[src/ss_pkg.sv]
// shared types and codes for the searchable stack
`default_nettype none

package ss_pkg;

    localparam logic [1:0] OP_PUSH   = 2'd0;
    localparam logic [1:0] OP_POP    = 2'd1;
    localparam logic [1:0] OP_SEARCH = 2'd2;

    localparam logic [1:0] ST_OK    = 2'd0;
    localparam logic [1:0] ST_FULL  = 2'd1;
    localparam logic [1:0] ST_EMPTY = 2'd2;

    typedef struct packed {
        logic        hit;
        logic [31:0] top_value;
        logic [4:0]  fill_level;
        logic [1:0]  status;
    } ss_res_t;

endpackage

`default_nettype wire

[src/ss_in_if.sv]
// request channel interface: opcode and value
`default_nettype none

interface ss_in_if;
    logic        valid;
    logic        ready;
    logic [1:0]  opcode;
    logic [31:0] value;

    modport source (output valid, output opcode, output value, input ready);
    modport sink (input valid, input opcode, input value, output ready);
endinterface

`default_nettype wire

[src/ss_out_if.sv]
// response channel interface: search hit, top, fill level and status
`default_nettype none

interface ss_out_if;
    logic        valid;
    logic        ready;
    logic        hit;
    logic [31:0] top_value;
    logic [4:0]  fill_level;
    logic [1:0]  status;

    modport source (output valid, output hit, output top_value, output fill_level,
                    output status, input ready);
    modport sink (input valid, input hit, input top_value, input fill_level,
                  input status, output ready);
endinterface

`default_nettype wire

[src/ss_mem.sv]
// entry storage: one write port, one read port with registered read data
`default_nettype none

module ss_mem #(
    parameter int DEPTH      = 16,
    parameter int DATA_WIDTH = 32,
    parameter int AW         = 4
) (
    input  wire logic                  clk,
    input  wire logic                  we,
    input  wire logic [AW-1:0]         waddr,
    input  wire logic [DATA_WIDTH-1:0] wdata,
    input  wire logic [AW-1:0]         raddr,
    output logic      [DATA_WIDTH-1:0] rdata
);

    logic [DATA_WIDTH-1:0] ram [DEPTH];
    logic [DATA_WIDTH-1:0] rdata_reg;

    always_ff @(posedge clk)
    begin
        if (we)
        begin
            ram[waddr] <= wdata;
        end
    end

    always_ff @(posedge clk)
    begin
        rdata_reg <= ram[raddr];
    end

    assign rdata = rdata_reg;

endmodule

`default_nettype wire

[src/ss_ctrl.sv]
// stack sequencer: fill count, cached top, pop refill and serial search
`default_nettype none

module ss_ctrl #(
    parameter int DEPTH      = 16,
    parameter int DATA_WIDTH = 32,
    parameter int AW         = 4,
    parameter int CW         = 5
) (
    input  wire logic                  clk,
    input  wire logic                  rst_n,
    ss_in_if.sink                      req,
    output logic                       res_valid,
    input  wire logic                  res_ready,
    output ss_pkg::ss_res_t            res,
    output logic                       mem_we,
    output logic      [AW-1:0]         mem_waddr,
    output logic      [DATA_WIDTH-1:0] mem_wdata,
    output logic      [AW-1:0]         mem_raddr,
    input  wire logic [DATA_WIDTH-1:0] mem_rdata
);

    localparam logic [1:0] S_IDLE  = 2'd0;
    localparam logic [1:0] S_POPRD = 2'd1;
    localparam logic [1:0] S_SRCH  = 2'd2;
    localparam logic [1:0] S_RESP  = 2'd3;

    logic [1:0]            state_reg, state_next;
    logic [CW-1:0]         count_reg, count_next;
    logic [DATA_WIDTH-1:0] top_reg, top_next;
    logic [DATA_WIDTH-1:0] key_reg, key_next;
    logic [AW-1:0]         idx_reg, idx_next;
    ss_pkg::ss_res_t       res_reg, res_next;

    logic [DATA_WIDTH-1:0] val;
    logic                  full;
    logic                  empty;
    logic                  acc;
    logic [CW-1:0]         count_inc;
    logic [CW-1:0]         count_dec;
    logic [CW-1:0]         count_dec2;
    logic [CW-1:0]         idx_inc;

    assign val        = DATA_WIDTH'(req.value);
    assign full       = (count_reg == CW'(DEPTH));
    assign empty      = (count_reg == '0);
    assign count_inc  = count_reg + CW'(1);
    assign count_dec  = count_reg - CW'(1);
    assign count_dec2 = count_reg - CW'(2);
    assign idx_inc    = CW'(idx_reg) + CW'(1);
    assign req.ready  = (state_reg == S_IDLE) && res_ready;
    assign acc        = req.valid && req.ready;

    always_comb
    begin
        state_next = state_reg;
        count_next = count_reg;
        top_next   = top_reg;
        key_next   = key_reg;
        idx_next   = idx_reg;
        res_next   = res_reg;
        mem_we     = 1'b0;
        mem_waddr  = count_reg[AW-1:0];
        mem_wdata  = val;
        mem_raddr  = '0;
        res_valid  = 1'b0;
        res.hit        = 1'b0;
        res.top_value  = 32'(top_reg);
        res.fill_level = 5'(count_reg);
        res.status     = ss_pkg::ST_OK;

        case (state_reg)
            S_IDLE:
            begin
                if (acc)
                begin
                    case (req.opcode)
                        ss_pkg::OP_PUSH:
                        begin
                            res_valid = 1'b1;
                            if (full)
                            begin
                                res.status = ss_pkg::ST_FULL;
                            end
                            else
                            begin
                                mem_we         = 1'b1;
                                count_next     = count_inc;
                                top_next       = val;
                                res.top_value  = 32'(val);
                                res.fill_level = 5'(count_inc);
                            end
                        end
                        ss_pkg::OP_POP:
                        begin
                            if (empty)
                            begin
                                res_valid  = 1'b1;
                                res.status = ss_pkg::ST_EMPTY;
                            end
                            else if (count_dec == '0)
                            begin
                                res_valid      = 1'b1;
                                count_next     = '0;
                                top_next       = '0;
                                res.top_value  = '0;
                                res.fill_level = '0;
                            end
                            else
                            begin
                                count_next = count_dec;
                                mem_raddr  = count_dec2[AW-1:0];
                                state_next = S_POPRD;
                            end
                        end
                        ss_pkg::OP_SEARCH:
                        begin
                            if (empty)
                            begin
                                res_valid = 1'b1;
                            end
                            else
                            begin
                                mem_raddr  = '0;
                                key_next   = val;
                                idx_next   = '0;
                                state_next = S_SRCH;
                            end
                        end
                        default:
                        begin
                            res_valid = 1'b1;
                        end
                    endcase
                end
            end
            S_POPRD:
            begin
                top_next            = mem_rdata;
                res_next.hit        = 1'b0;
                res_next.top_value  = 32'(mem_rdata);
                res_next.fill_level = 5'(count_reg);
                res_next.status     = ss_pkg::ST_OK;
                state_next          = S_RESP;
            end
            S_SRCH:
            begin
                res_next.top_value  = 32'(top_reg);
                res_next.fill_level = 5'(count_reg);
                res_next.status     = ss_pkg::ST_OK;
                res_next.hit        = 1'b0;
                if (mem_rdata == key_reg)
                begin
                    res_next.hit = 1'b1;
                    state_next   = S_RESP;
                end
                else if (idx_inc == count_reg)
                begin
                    state_next = S_RESP;
                end
                else
                begin
                    idx_next  = idx_inc[AW-1:0];
                    mem_raddr = idx_inc[AW-1:0];
                end
            end
            S_RESP:
            begin
                res_valid = 1'b1;
                res       = res_reg;
                if (res_ready)
                begin
                    state_next = S_IDLE;
                end
            end
            default:
            begin
                state_next = S_IDLE;
            end
        endcase
    end

    always_ff @(posedge clk or negedge rst_n)
    begin
        if (!rst_n)
        begin
            state_reg <= S_IDLE;
            count_reg <= '0;
            top_reg   <= '0;
        end
        else
        begin
            state_reg <= state_next;
            count_reg <= count_next;
            top_reg   <= top_next;
        end
    end

    always_ff @(posedge clk)
    begin
        key_reg <= key_next;
        idx_reg <= idx_next;
        res_reg <= res_next;
    end

`ifndef SYNTHESIS
    a_count_range: assert property (@(posedge clk) disable iff (!rst_n)
        count_reg <= CW'(DEPTH))
        else $error("fill count beyond depth");

    a_search_nonempty: assert property (@(posedge clk) disable iff (!rst_n)
        (state_reg == S_SRCH) |-> (count_reg != '0))
        else $error("search running on empty stack");

    a_push_count: assert property (@(posedge clk) disable iff (!rst_n)
        (acc && (req.opcode == ss_pkg::OP_PUSH) && !full)
        |=> (count_reg == $past(count_inc)))
        else $error("push did not grow the stack");

    a_pop_count: assert property (@(posedge clk) disable iff (!rst_n)
        (acc && (req.opcode == ss_pkg::OP_POP) && !empty)
        |=> (count_reg == $past(count_dec)))
        else $error("pop did not shrink the stack");

    a_top_empty: assert property (@(posedge clk) disable iff (!rst_n)
        (count_reg == '0) |-> (top_reg == '0))
        else $error("top not zero on empty stack");
`endif

endmodule

`default_nettype wire

[src/searchable_stack.sv]
// top level of the searchable stack with the response output register
`default_nettype none

// LIFO stack of up to DEPTH entries held in a RAM with one registered read
// port, with a membership search. a push, a refused push or pop, a pop that
// empties the stack, a search of an empty stack and the unused opcode are
// answered in the cycle they are accepted. a pop that leaves entries goes
// through accept with the read of the new top, capture of the read data,
// then hand-off of the response. a search is issued, then examines one
// entry per cycle, bottom first, stopping at the first match or after the
// last entry, then hands off the response. the search rate is set by the
// single RAM read port. every response word passes through one output
// register; a new request is taken only when that register is empty or
// drained in the same cycle, so a waiting response stalls the input.
module searchable_stack #(
    parameter int DEPTH      = 16,
    parameter int DATA_WIDTH = 32
) (
    input  wire logic clk,
    input  wire logic rst_n,
    ss_in_if.sink     req,
    ss_out_if.source  rsp
);

    localparam int AW = (DEPTH > 1) ? $clog2(DEPTH) : 1;
    localparam int CW = $clog2(DEPTH + 1);

    logic                  res_valid;
    logic                  res_ready;
    ss_pkg::ss_res_t       res;
    logic                  mem_we;
    logic [AW-1:0]         mem_waddr;
    logic [DATA_WIDTH-1:0] mem_wdata;
    logic [AW-1:0]         mem_raddr;
    logic [DATA_WIDTH-1:0] mem_rdata;

    logic                  out_valid_reg;
    ss_pkg::ss_res_t       out_data_reg;

    ss_mem #(
        .DEPTH      (DEPTH),
        .DATA_WIDTH (DATA_WIDTH),
        .AW         (AW)
    ) u_mem (
        .clk   (clk),
        .we    (mem_we),
        .waddr (mem_waddr),
        .wdata (mem_wdata),
        .raddr (mem_raddr),
        .rdata (mem_rdata)
    );

    ss_ctrl #(
        .DEPTH      (DEPTH),
        .DATA_WIDTH (DATA_WIDTH),
        .AW         (AW),
        .CW         (CW)
    ) u_ctrl (
        .clk       (clk),
        .rst_n     (rst_n),
        .req       (req),
        .res_valid (res_valid),
        .res_ready (res_ready),
        .res       (res),
        .mem_we    (mem_we),
        .mem_waddr (mem_waddr),
        .mem_wdata (mem_wdata),
        .mem_raddr (mem_raddr),
        .mem_rdata (mem_rdata)
    );

    assign res_ready = !out_valid_reg || rsp.ready;

    always_ff @(posedge clk or negedge rst_n)
    begin
        if (!rst_n)
        begin
            out_valid_reg <= 1'b0;
        end
        else if (res_ready)
        begin
            out_valid_reg <= res_valid;
        end
    end

    always_ff @(posedge clk)
    begin
        if (res_ready && res_valid)
        begin
            out_data_reg <= res;
        end
    end

    assign rsp.valid      = out_valid_reg;
    assign rsp.hit        = out_data_reg.hit;
    assign rsp.top_value  = out_data_reg.top_value;
    assign rsp.fill_level = out_data_reg.fill_level;
    assign rsp.status     = out_data_reg.status;

endmodule

`default_nettype wire

[src/flat_wrapper.sv]
// flat-port wrapper written by rule: the top's interface ports become plain ports
module searchable_stack_flat 
#(
    parameter int DEPTH      = 16,
    parameter int DATA_WIDTH = 32
)
  (clk, rst_n, req_valid, req_opcode, req_value, req_ready, rsp_valid, rsp_hit, rsp_top_value, rsp_fill_level, rsp_status, rsp_ready);
  ss_in_if req_i ();
  ss_out_if rsp_i ();
  input  wire logic clk;
  input  wire logic rst_n;
  input wire logic [$bits(req_i.valid)-1:0] req_valid;
  input wire logic [$bits(req_i.opcode)-1:0] req_opcode;
  input wire logic [$bits(req_i.value)-1:0] req_value;
  output wire logic [$bits(req_i.ready)-1:0] req_ready;
  output wire logic [$bits(rsp_i.valid)-1:0] rsp_valid;
  output wire logic [$bits(rsp_i.hit)-1:0] rsp_hit;
  output wire logic [$bits(rsp_i.top_value)-1:0] rsp_top_value;
  output wire logic [$bits(rsp_i.fill_level)-1:0] rsp_fill_level;
  output wire logic [$bits(rsp_i.status)-1:0] rsp_status;
  input wire logic [$bits(rsp_i.ready)-1:0] rsp_ready;
  assign req_i.valid = req_valid;
  assign req_i.opcode = req_opcode;
  assign req_i.value = req_value;
  assign req_ready = req_i.ready;
  assign rsp_valid = rsp_i.valid;
  assign rsp_hit = rsp_i.hit;
  assign rsp_top_value = rsp_i.top_value;
  assign rsp_fill_level = rsp_i.fill_level;
  assign rsp_status = rsp_i.status;
  assign rsp_i.ready = rsp_ready;
  searchable_stack #(.DEPTH(DEPTH), .DATA_WIDTH(DATA_WIDTH)) u_core (.clk(clk), .rst_n(rst_n), .req(req_i), .rsp(rsp_i));
endmodule
[config.mk]
export PLATFORM = sky130hd
export DESIGN_NAME = searchable_stack_flat
export DESIGN_NICKNAME = d
export VERILOG_FILES = /design/src/ss_pkg.sv /design/src/ss_in_if.sv /design/src/ss_out_if.sv /design/src/ss_mem.sv /design/src/ss_ctrl.sv /design/src/searchable_stack.sv /design/src/flat_wrapper.sv
export SDC_FILE = /design/constraint.sdc
export NUM_CORES = 1
export LEC_CHECK = 0
export BUFFER_PORTS_ARGS = -buffer_cell sky130_fd_sc_hd__buf_2
export CAP_MARGIN = 40
export CORE_ASPECT_RATIO = 1.4
export CORE_MARGIN = 2
export CORE_UTILIZATION = 55
export DETAILED_ROUTE_END_ITERATION = 16
export MAX_ROUTING_LAYER = met4
export PLACE_DENSITY = 0.72
export REMOVE_ABC_BUFFERS = 1
export SYNTH_ARGS = -nofsm -noshare
export SYNTH_HDL_FRONTEND = slang
export SYNTH_SLANG_ARGS = --single-unit
[constraint.sdc]
create_clock -name clk -period 5.1 [get_ports clk]
set_input_delay 0.51 -clock clk [delete_from_list [all_inputs] [get_ports clk]]
set_output_delay 0.51 -clock clk [all_outputs]
set_load 0.1 [all_outputs]
==> results by group <==
Outcome
  • Status: completed

Critical path
  • R2R Setup Slk: 1160 ps
  • Crit path kind: flop to flop
  • CP max stage delay: between 600 and 700 ps
  • Worst R2R Start: u_core.u_mem.rdata[23]
  • Cell family with most CP delay: compound AO/OA/AOI/OAI gates
  • CP required: 5640 ps
  • Crit path launch type: flop
  • R2R Path End: u_core.u_mem.rdata[6]
  • WP buf/inv: 2
  • Worst EP arrival: approximately 4500 ps
  • CP max stage cell: nor4_1
  • Worst-path fanout max: a little over 90
  • Worst setup EP type: flop
  • Crit-path cells: xor2_1 -> nor4_1 -> buf_4 -> nand4_1 -> o22ai_4 -> o21a_4 -> buf_12 -> mux2i_1 -> a221oi_1 -> a32o_1
  • Reg2reg path depth: 10

Detailed routing
  • Routed Antenna Nets: 0
  • WL per Instance: about 27 um
  • Starting DRT DRC Count: 2080
  • Vias per inst: approximately 6.5
  • Total Wirelength: between 70000 and 80000 um
  • DRT Pass-1 Iters: 6
  • Vias: approximately 18k
  • DRC: 0

Timing
  • F_max: approximately 250 MHz
  • Worst rel slew slack: between 30% and 40%
  • RSZ-0062 raised after global routing: false
  • Setup TNS: 0 ps
  • Minimum clock period: 3940 ps
  • Setup Viol. Count Final: 0
  • Final hold vios: 0
  • Final slew viol count: 0
  • Worst-margin pin slew: 944 ps
  • Clock Skew: 25.0 ps
  • Post-route clock period utilization: about 77%
  • Worst setup margin: approximately 1200 ps

Power and ir drop
  • Power after layout: between 20 and 25 mW
  • Pwr Density: between 600 and 700 nW/um2
  • Pleak: between 10 and 15 nW
  • Worst vdd ir: 0.000915 V

Cells and area
  • Fin area: ~32000 um2
  • Multi-input logic area: 7310 um2
  • Share of cells above drive strength 1: about 15%
  • Max FFs per register: 512
  • Commonest non-fill, non-tap cell in the layout: edfxtp_1
  • Post-layout util: about 62%
  • Layout area overhead: 12.2%
  • Total Nets Final: between 2k and 2.5k
  • Fill cells: approximately 3.6k
  • Leading cell types in the layout, fill and taps excluded: edfxtp_1 (626), nand2_1 (240), a21oi_1 (142)
  • Register Area: between 20000 and 25000 um2

Yosys
  • Synth unique cells: 61
  • Mean Syn Cell Area: between 10 and 15 um2
  • Mapped Area: 28300 um2
  • Cells after Synth: just under 2k
  • Synth Warn #: 0
  • Top_reg_cell synth: edfxtp_1
  • Yosys reg bits: 698
  • Post-synth ARST share: ~5.7%
  • Sequential fraction of the synthesis area: about 72%
  • Number of flops mapped to enable cells by yosys: about 630

Placed design
  • DPL Wire Length: 39100 um
  • Setup Slack @ Placement: about 1200 ps
  • Post-DP Area: ~30000 um2
  • Port buffer count: just under 80
  • GPL Wtd Cong: just under 0.9

CTS
  • Clock Latency Late Sink: approximately 600 ps
  • Clock buffer depth: 3
  • CTS tree: built
  • Cts hold-fix bufs: 0
  • CTS resizes: 0
  • Clk sinks: between 600 and 700
  • CTS H-tree depth: 3
  • Clock-pin slew on the worst setup and hold paths: about 60 ps
  • Root Buffer: clkbuf_16
  • Setup bufs post-CTS: 0
  • Num CTS Buffers: 67

Floorplanning
  • Row count: 98
  • Initial core utilization: ~56%
  • Vert. Die Dim: between 200 and 300 um
  • Die area: approximately 53000 um2
  • Die X-Extent: a little under 200 um
  • Core area: 50900 um2
  • I/O Pins: 80

Global routing
  • Initial antenna violation count: 3
  • Vias in the first global route: ~17k
  • Overall routing resource usage: 28.6%
  • Total gr overflow: 0
  • First-pass GRT wire length: approximately 110000 um
  • Largest net degree at the start of global routing: ~160

Min path
  • Hold crit path type: input port to asynchronous set/reset pin

Job
  • Max-cap viol count: 0
-- layer usage --
| metal | vias up | GRT usage (%) | wire [um] |
|---|---|---|---|
| met5 | - | - | 0 |
| met4 | 0 | 12.5 | 3140 |
| met3 | 206 | 4.02 | 6190 |
| met2 | 975 | 46.7 | 36600 |
| met1 | 8876 | 36.1 | 27400 |
| li1 | 7659 | - | - |
-- Yosys cell counts, types with 3 or more instances --
| cell | number | area [um2] |
|---|---|---|
| a21oi_1 | 142 | 711 |
| a221oi_1 | 56 | 490 |
| a221oi_2 | 13 | 195 |
| a22o_1 | 33 | 289 |
| a22oi_1 | 34 | 255 |
| a32o_1 | 32 | 320 |
| a32oi_1 | 32 | 280 |
| and2_1 | 16 | 100 |
| and3_1 | 36 | 225 |
| buf_2 | 29 | 145 |
| buf_4 | 8 | 60.1 |
| buf_6 | 6 | 67.6 |
| clkbuf_1 | 82 | 308 |
| dfrtp_1 | 40 | 1000 |
| dfxtp_1 | 32 | 641 |
| edfxtp_1 | 626 | 18800 |
| ha_1 | 17 | 213 |
| inv_1 | 13 | 48.8 |
| mux2_2 | 32 | 360 |
| mux2i_1 | 98 | 981 |
| nand2_1 | 240 | 901 |
| nand3_1 | 38 | 190 |
| nor2_1 | 120 | 450 |
| nor3_1 | 10 | 50.1 |
| nor4_1 | 8 | 50.1 |
| o21ai_0 | 76 | 380 |
| o21ai_2 | 3 | 26.3 |
| xnor2_1 | 8 | 70.1 |
| xor2_1 | 37 | 324 |
-- how the worst max path moves through the flow --
stage | startpoint | to | slack [ps] | depth (start not counted)
final | u_core.u_mem.rdata[23] | u_core.u_mem.rdata[6] | 1160 | 10
after global routing | u_core.u_mem.rdata[23] | u_core.u_mem.rdata[6] | 1060 | 10
after CTS | u_core.u_mem.rdata[23] | u_core.u_mem.rdata[9] | 1160 | 10
after detailed placement | u_core.u_mem.rdata[23] | u_core.u_mem.rdata[9] | 1200 | 10
after global placement | u_core.u_mem.rdata[23] | u_core.u_mem.rdata[11] | 1310 | 10
after floorplan | u_core.u_ctrl.count_reg[1] | u_core.u_mem.rdata[18] | -3570 | 10
-- per-stage QoR --
step / hold slack (ps) / cells
after floorplan: 214 / 1831
after global placement: 507 / 2608
after detailed placement: 514 / 2612
after CTS: 66.7 / 2734
after global routing: 93.3 / 2735
final: 63.8 / 2735
-- logic make-up after synthesis --
group	share of synthesized area [%]
buffers and inverters	2.33
muxes	4.74
AOI/OAI and AO/OA	11.2
DFF	72.3
adders and majority gates	0.752
and+or+nand+nor	7.34
xor gates and xnor gates	1.39
-- final cells by class --
cell class / count / area share [%]
Sequential cell: 698 / 64.4
Antenna cell: 1 / 0.00789
Clock inverter: 37 / 1.10
Clock buffer: 85 / 5.69
Multi-Input combinational cell: 1120 / 23.0
Inverter: 13 / 0.154
Timing Repair Buffer: 131 / 3.04
Tap cell: 650 / 2.56
-- report_power, final --
| part | total (mW) | switching [mW] | leakage [nW] | internal [mW] |
|---|---|---|---|---|
| combinational | 9.45 | 6.37 | 3.70 | 3.08 |
| clock | 4.89 | 2.11 | 1.04 | 2.78 |
| sequential | 7.71 | 0.484 | 6.40 | 7.23 |
Note: power is estimated with default switching activity, not from simulation.
